--- config.mk ---
export PLATFORM = sky130hd
export DESIGN_NAME = scm_point_mem
export DESIGN_NICKNAME = d
export VERILOG_FILES = /design/src/rtl/core/scm_pkg.sv /design/src/rtl/core/scm_point_mem.sv
export SDC_FILE = /design/constraint.sdc
export NUM_CORES = 1
export LEC_CHECK = 0
export CORE_MARGIN = 1
export CORE_UTILIZATION = 60
export CTS_BUF_LIST = sky130_fd_sc_hd__clkbuf_4
export DETAILED_ROUTE_END_ITERATION = 8
export DONT_BUFFER_PORTS = 1
export GPL_TIMING_DRIVEN = 0
export PLACE_DENSITY = 0.76
export SYNTH_ARGS = -nofsm -noshare
export SYNTH_HDL_FRONTEND = slang
export SYNTH_SLANG_ARGS = --single-unit
export TNS_END_PERCENT = 1
--- constraint.sdc ---
create_clock -name clk -period 4.05 [get_ports clk]
set_input_delay 0.6075 -clock clk [delete_from_list [all_inputs] [get_ports clk]]
set_output_delay 0.6075 -clock clk [all_outputs]
set_load 0.02 [all_outputs]
--- src/rtl/core/scm_pkg.sv ---
`default_nettype none
// ----------------------------------------------------------------------------
// scm_pkg
// Shared constants and types for the stick cutting minimum cost block.
// ----------------------------------------------------------------------------
package scm_pkg;

    localparam int DEF_MAX_POINTS = 64;
    localparam int DEF_POS_BITS   = 16;

    localparam int COST_W = 24;
    localparam logic [COST_W-1:0] COST_MAX = {COST_W{1'b1}};

    localparam int STATUS_W = 2;
    localparam logic [STATUS_W-1:0] STATUS_OK   = 2'd0;
    localparam logic [STATUS_W-1:0] STATUS_FEW  = 2'd1;
    localparam logic [STATUS_W-1:0] STATUS_MANY = 2'd2;

    // Status flags that the solver reports to the control logic.
    typedef struct packed {
        logic busy;
        logic done;
    } solve_stat_t;

endpackage : scm_pkg
`default_nettype wire

--- src/rtl/core/scm_point_mem.sv ---
`default_nettype none
// ----------------------------------------------------------------------------
// scm_point_mem
// Point store: one write port, one read port with a registered read.
// ----------------------------------------------------------------------------
module scm_point_mem #(
    parameter int MAX_POINTS = scm_pkg::DEF_MAX_POINTS,
    parameter int POS_BITS   = scm_pkg::DEF_POS_BITS
) (
    input  wire logic                          clk,
    input  wire logic                          wr_en,
    input  wire logic [$clog2(MAX_POINTS)-1:0] wr_addr,
    input  wire logic [POS_BITS-1:0]           wr_data,
    input  wire logic [$clog2(MAX_POINTS)-1:0] rd_addr,
    output logic      [POS_BITS-1:0]           rd_data
);

    logic [POS_BITS-1:0] mem [0:MAX_POINTS-1];

    always_ff @(posedge clk)
    begin
        if (wr_en)
        begin
            mem[wr_addr] <= wr_data;
        end
        rd_data <= mem[rd_addr];
    end

endmodule : scm_point_mem
`default_nettype wire

==> out/results.md <==
| Quantity | This run |
|---|---|
| Most frequent cell after synthesis | sky130_fd_sc_hd__edfxtp_1 |
| Compound-gate portion of the synthesized area | 2.41% |
| Arrival time reported for the critical path endpoint | 3.43 ns |
| Layout overhead on the synthesized area | 13.9% |
| Fill cell instance count of the final layout | 4037 |
| Critical Path Start Type | input port |
| Half-perimeter wire length after detailed placement | 60.3 mm |
| Clock skew after layout | 0.0680 ns |
| Post-route core utilization | 69.2% |
| Post-layout net count | 2207 |
| GRT overflow | 0 |
| Post-DP Area | 0.0419 mm2 |
| Die boundary width | 260 um |
| Wirelength per Cell | 30.1 um |
| Die area | 0.0678 mm2 |
| Top Family by Delay on Critical Path | compound AO/OA/AOI/OAI gates |
| Async S/R FF share, synth | 0% |
| Portion of the post-synthesis area used by sequential elements | 77.6% |
| Adder-Cell Fraction of Synth Area | 0% |
| Number of enable flip-flop cells after synthesis | 1024 |
| Via count | 20800 |
| Area of the mapped netlist | 0.0400 mm2 |
| Post-synthesis net count | 1859 |
| Synthesized area per cell | 21.9 um2 |
| Critical path's most frequent cell | sky130_fd_sc_hd__buf_2 |
| CTS H-tree lvls | 5 |
| Series of cell instances along the critical path | buf_2 -> buf_4 -> buf_2 -> mux4_2 -> mux2i_1 -> a22oi_1 -> a31oi_1 -> a311oi_1 |
| Clock slew at reported path FFs | 0.07 ns |
| Synth Register Bits | 1040 |
| Length of the first detailed-routing pass in iterations | 6 |
| Static Leak | 14.8 nW |
| Power per cell area | 469 mW/mm2 |
| Top-level port count | 46 |
| Initial antenna violation count | 12 |
| Maximum clock rate | 398 MHz |
| Wire length after detailed routing | 96.7 mm |
| Dominant combinational cell family by area after synthesis | multiplexers |
| Total of endpoints with negative setup slack in the final report | 0 |
| Largest net degree at the start of global routing | 65 |
| Period Utilization, post-route | 62.0% |
| Clk Latency, worst-skew pair | 1.10 ns |
| Yosys synthesis warning count | 0 |
| Largest cells by area after synthesis | sky130_fd_sc_hd__edfxtp_1, sky130_fd_sc_hd__mux4_2, sky130_fd_sc_hd__mux2i_1, sky130_fd_sc_hd__dfxtp_1, sky130_fd_sc_hd__mux2_2 |
| Distinct cell type count after synthesis | 43 |
| Clock tree root buffer cell | sky130_fd_sc_hd__clkbuf_4 |
| Global Route Usage Sum | 29.6% |
| Bufs and invs on worst path | 3 |
| Initial cell density of the core | 60.8% |
| Die Ht | 260 um |
| Max-Cap Viols | 0 |
| Fraction of synthesized cell area taken by the top area cell type | 76.8% |
| Worst hold-check path type | in -> reg |
| RSZ-0062 raised after global routing | false |
| Cts bufs inserted | 274 |
| VDD IR max | 324 uV |
| Design area | 0.0456 mm2 |
| Critical Path End Type | register |
| Number of remaining DRC errors | 0 |
| Setup total negative slack | 0 ns |
| Port bufs | 0 |
| Max-slew headroom at the worst pin | 27.2% |
| Outcome | finished clean |
| Instance count after placement with tap cells included | 2733 |
| Most used flip-flop cell after synthesis | sky130_fd_sc_hd__edfxtp_1 |
| Cell count after synthesis | 1829 |
| Number of clock sinks | 1040 |
| Final max-slew violation count | 0 |
| Number of global-route vias before repair | 21300 |
| Hold Slack | 0.0821 ns |
| Library cell occupying the most area in the post-synthesis netlist | sky130_fd_sc_hd__edfxtp_1 |
| Via/cell ratio | 6.47 |
| Core area | 0.0659 mm2 |
| Req. time, crit path | 4.97 ns |
| Portion of netlist area occupied by mux cells | 15.5% |
| Max FO, Critical Path | 10 |
| Clock tree from TritonCTS | yes |
| Top post-synthesis cells by count | sky130_fd_sc_hd__edfxtp_1, sky130_fd_sc_hd__mux4_2, sky130_fd_sc_hd__mux2i_1 |
| Maximum count of clock buffers along a single path | 4 |
| Transition time at the pin with the least slew margin | 1.09 ns |
| Final estimated routing congestion in global placement | 0.904 |
| First-pass GRT wire length | 139 mm |
| Xor/xnor share of the synthesized area | 0% |
| Detail Route Antenna Nets | 0 |
| Category of the critical setup timing path | in -> reg |
| Number of DRC markers in iteration 0 | 2489 |
| Proportion of layout cells with a drive suffix above 1 | 35.7% |
| Fraction of the mapped netlist area in simple logic gates | 2.65% |
| Max stage delay on crit path | 0.84 ns |
| Number of hold violations in the final report | 0 |
| Layout Cells excl Fill | 3212 |
| Crit path max-delay cell type | sky130_fd_sc_hd__a31oi_1 |
| Number of cell rows | 94 |
| Min Tclk post-route | 2.51 ns |
==> registers in the layout, indices dropped and copies added, names as in the netlist <==
register  count
mem        1024
rd_data      16
==> layout make-up <==
cell class                      count  area, um2  area share (%)
Clock inverter                     57        216           0.475
Multi-Input combinational cell    685       8400            18.4
Tap cell                          864       1080            2.37
Antenna cell                       10       25.0          0.0549
Sequential cell                  1040      31100            68.1
Timing Repair Buffer               72       1220            2.69
Clock buffer                      380       2850            6.26
Buffer                            104        733            1.61
==> per-layer routing <==
metal  vias up  share of wire [%]  GRT usage [%]
met4        14                4.8           16.2
met2      1366                 48           45.3
met3       273                 11           8.54
met1     10600                 36           38.8
li1       8560                  -              -
met5         -              0.092              0
==> power breakdown <==
part	total [W]	leakage, nW	internal [W]	switching (W)
Clock	0.00824	1.85	0.00429	0.00395
Sequential	0.0120	9.35	0.0119	0.0000523
Combinational	0.00120	3.57	0.000444	0.000757
Total	0.0214	14.8	0.0166	0.00476
==> worst reg2reg max path, stage by stage, from the launching register on <==
cell	delay [ns]
sky130_fd_sc_hd__edfxtp_1	0.36
sky130_fd_sc_hd__mux4_2	0.50
sky130_fd_sc_hd__mux2i_1	0.37
sky130_fd_sc_hd__a22oi_1	0.15
sky130_fd_sc_hd__a31oi_1	0.84
sky130_fd_sc_hd__a311oi_1	0.13
==> cells in the final DEF (no fill, tap or decap), types with 10 or more instances in the layout <==
cell	instances
sky130_fd_sc_hd__a21oi_1	17
sky130_fd_sc_hd__a221oi_1	16
sky130_fd_sc_hd__a22oi_1	39
sky130_fd_sc_hd__buf_16	20
sky130_fd_sc_hd__buf_2	36
sky130_fd_sc_hd__buf_4	16
sky130_fd_sc_hd__buf_6	18
sky130_fd_sc_hd__buf_8	35
sky130_fd_sc_hd__clkbuf_1	24
sky130_fd_sc_hd__clkbuf_4	381
sky130_fd_sc_hd__clkinv_1	51
sky130_fd_sc_hd__dfxtp_1	16
sky130_fd_sc_hd__diode_2	10
sky130_fd_sc_hd__dlygate4sd3_1	16
sky130_fd_sc_hd__edfxtp_1	1024
sky130_fd_sc_hd__mux2_2	27
sky130_fd_sc_hd__mux2i_1	85
sky130_fd_sc_hd__mux4_2	220
sky130_fd_sc_hd__nand2_1	59
sky130_fd_sc_hd__nand3_1	24
sky130_fd_sc_hd__nand4_1	12
sky130_fd_sc_hd__nor2_1	13
sky130_fd_sc_hd__nor2_2	61
sky130_fd_sc_hd__nor2b_1	30
==> metrics by stage <==
step / worst slack [ns] / total power [W]
2_1_floorplan: 1.41 / 0.0128
3_3_place_gp: 0.378 / 0.0131
3_5_place_dp: 0.607 / 0.0131
4_1_cts: 1.74 / 0.0215
5_1_grt: 1.62 / 0.0221
6_report: 1.54 / 0.0214
==> kinds of logic (layout without fill, tap and decap cells) <==
logic type             after synthesis  count (layout)
DFF                               1040            1040
muxes                              336             336
and+or+nand+nor                    220             220
AOI/OAI and AO/OA                  129             129
buffers and inverters              104             613
other                                0              10
==> timing repair <==
item,CTS,global route
buffers inserted,0,0
hold buffers,32,0
hold endpoints to repair,1024,0
gates resized for setup,0,0
==> path summary, 6_finish.rpt <==
check,from,endpoint,slack [ns],cells after the start
worst max-delay path,rd_addr[2],rd_data[11],1.54,8
worst min-delay path,wr_addr[0],mem[49][2],0.08,2
worst max register to register,mem[23][11],rd_data[11],1.57,5
worst min register to register,mem[34][9],rd_data[9],0.97,3
No activity file was read; power rests on OpenSTA's default activity.
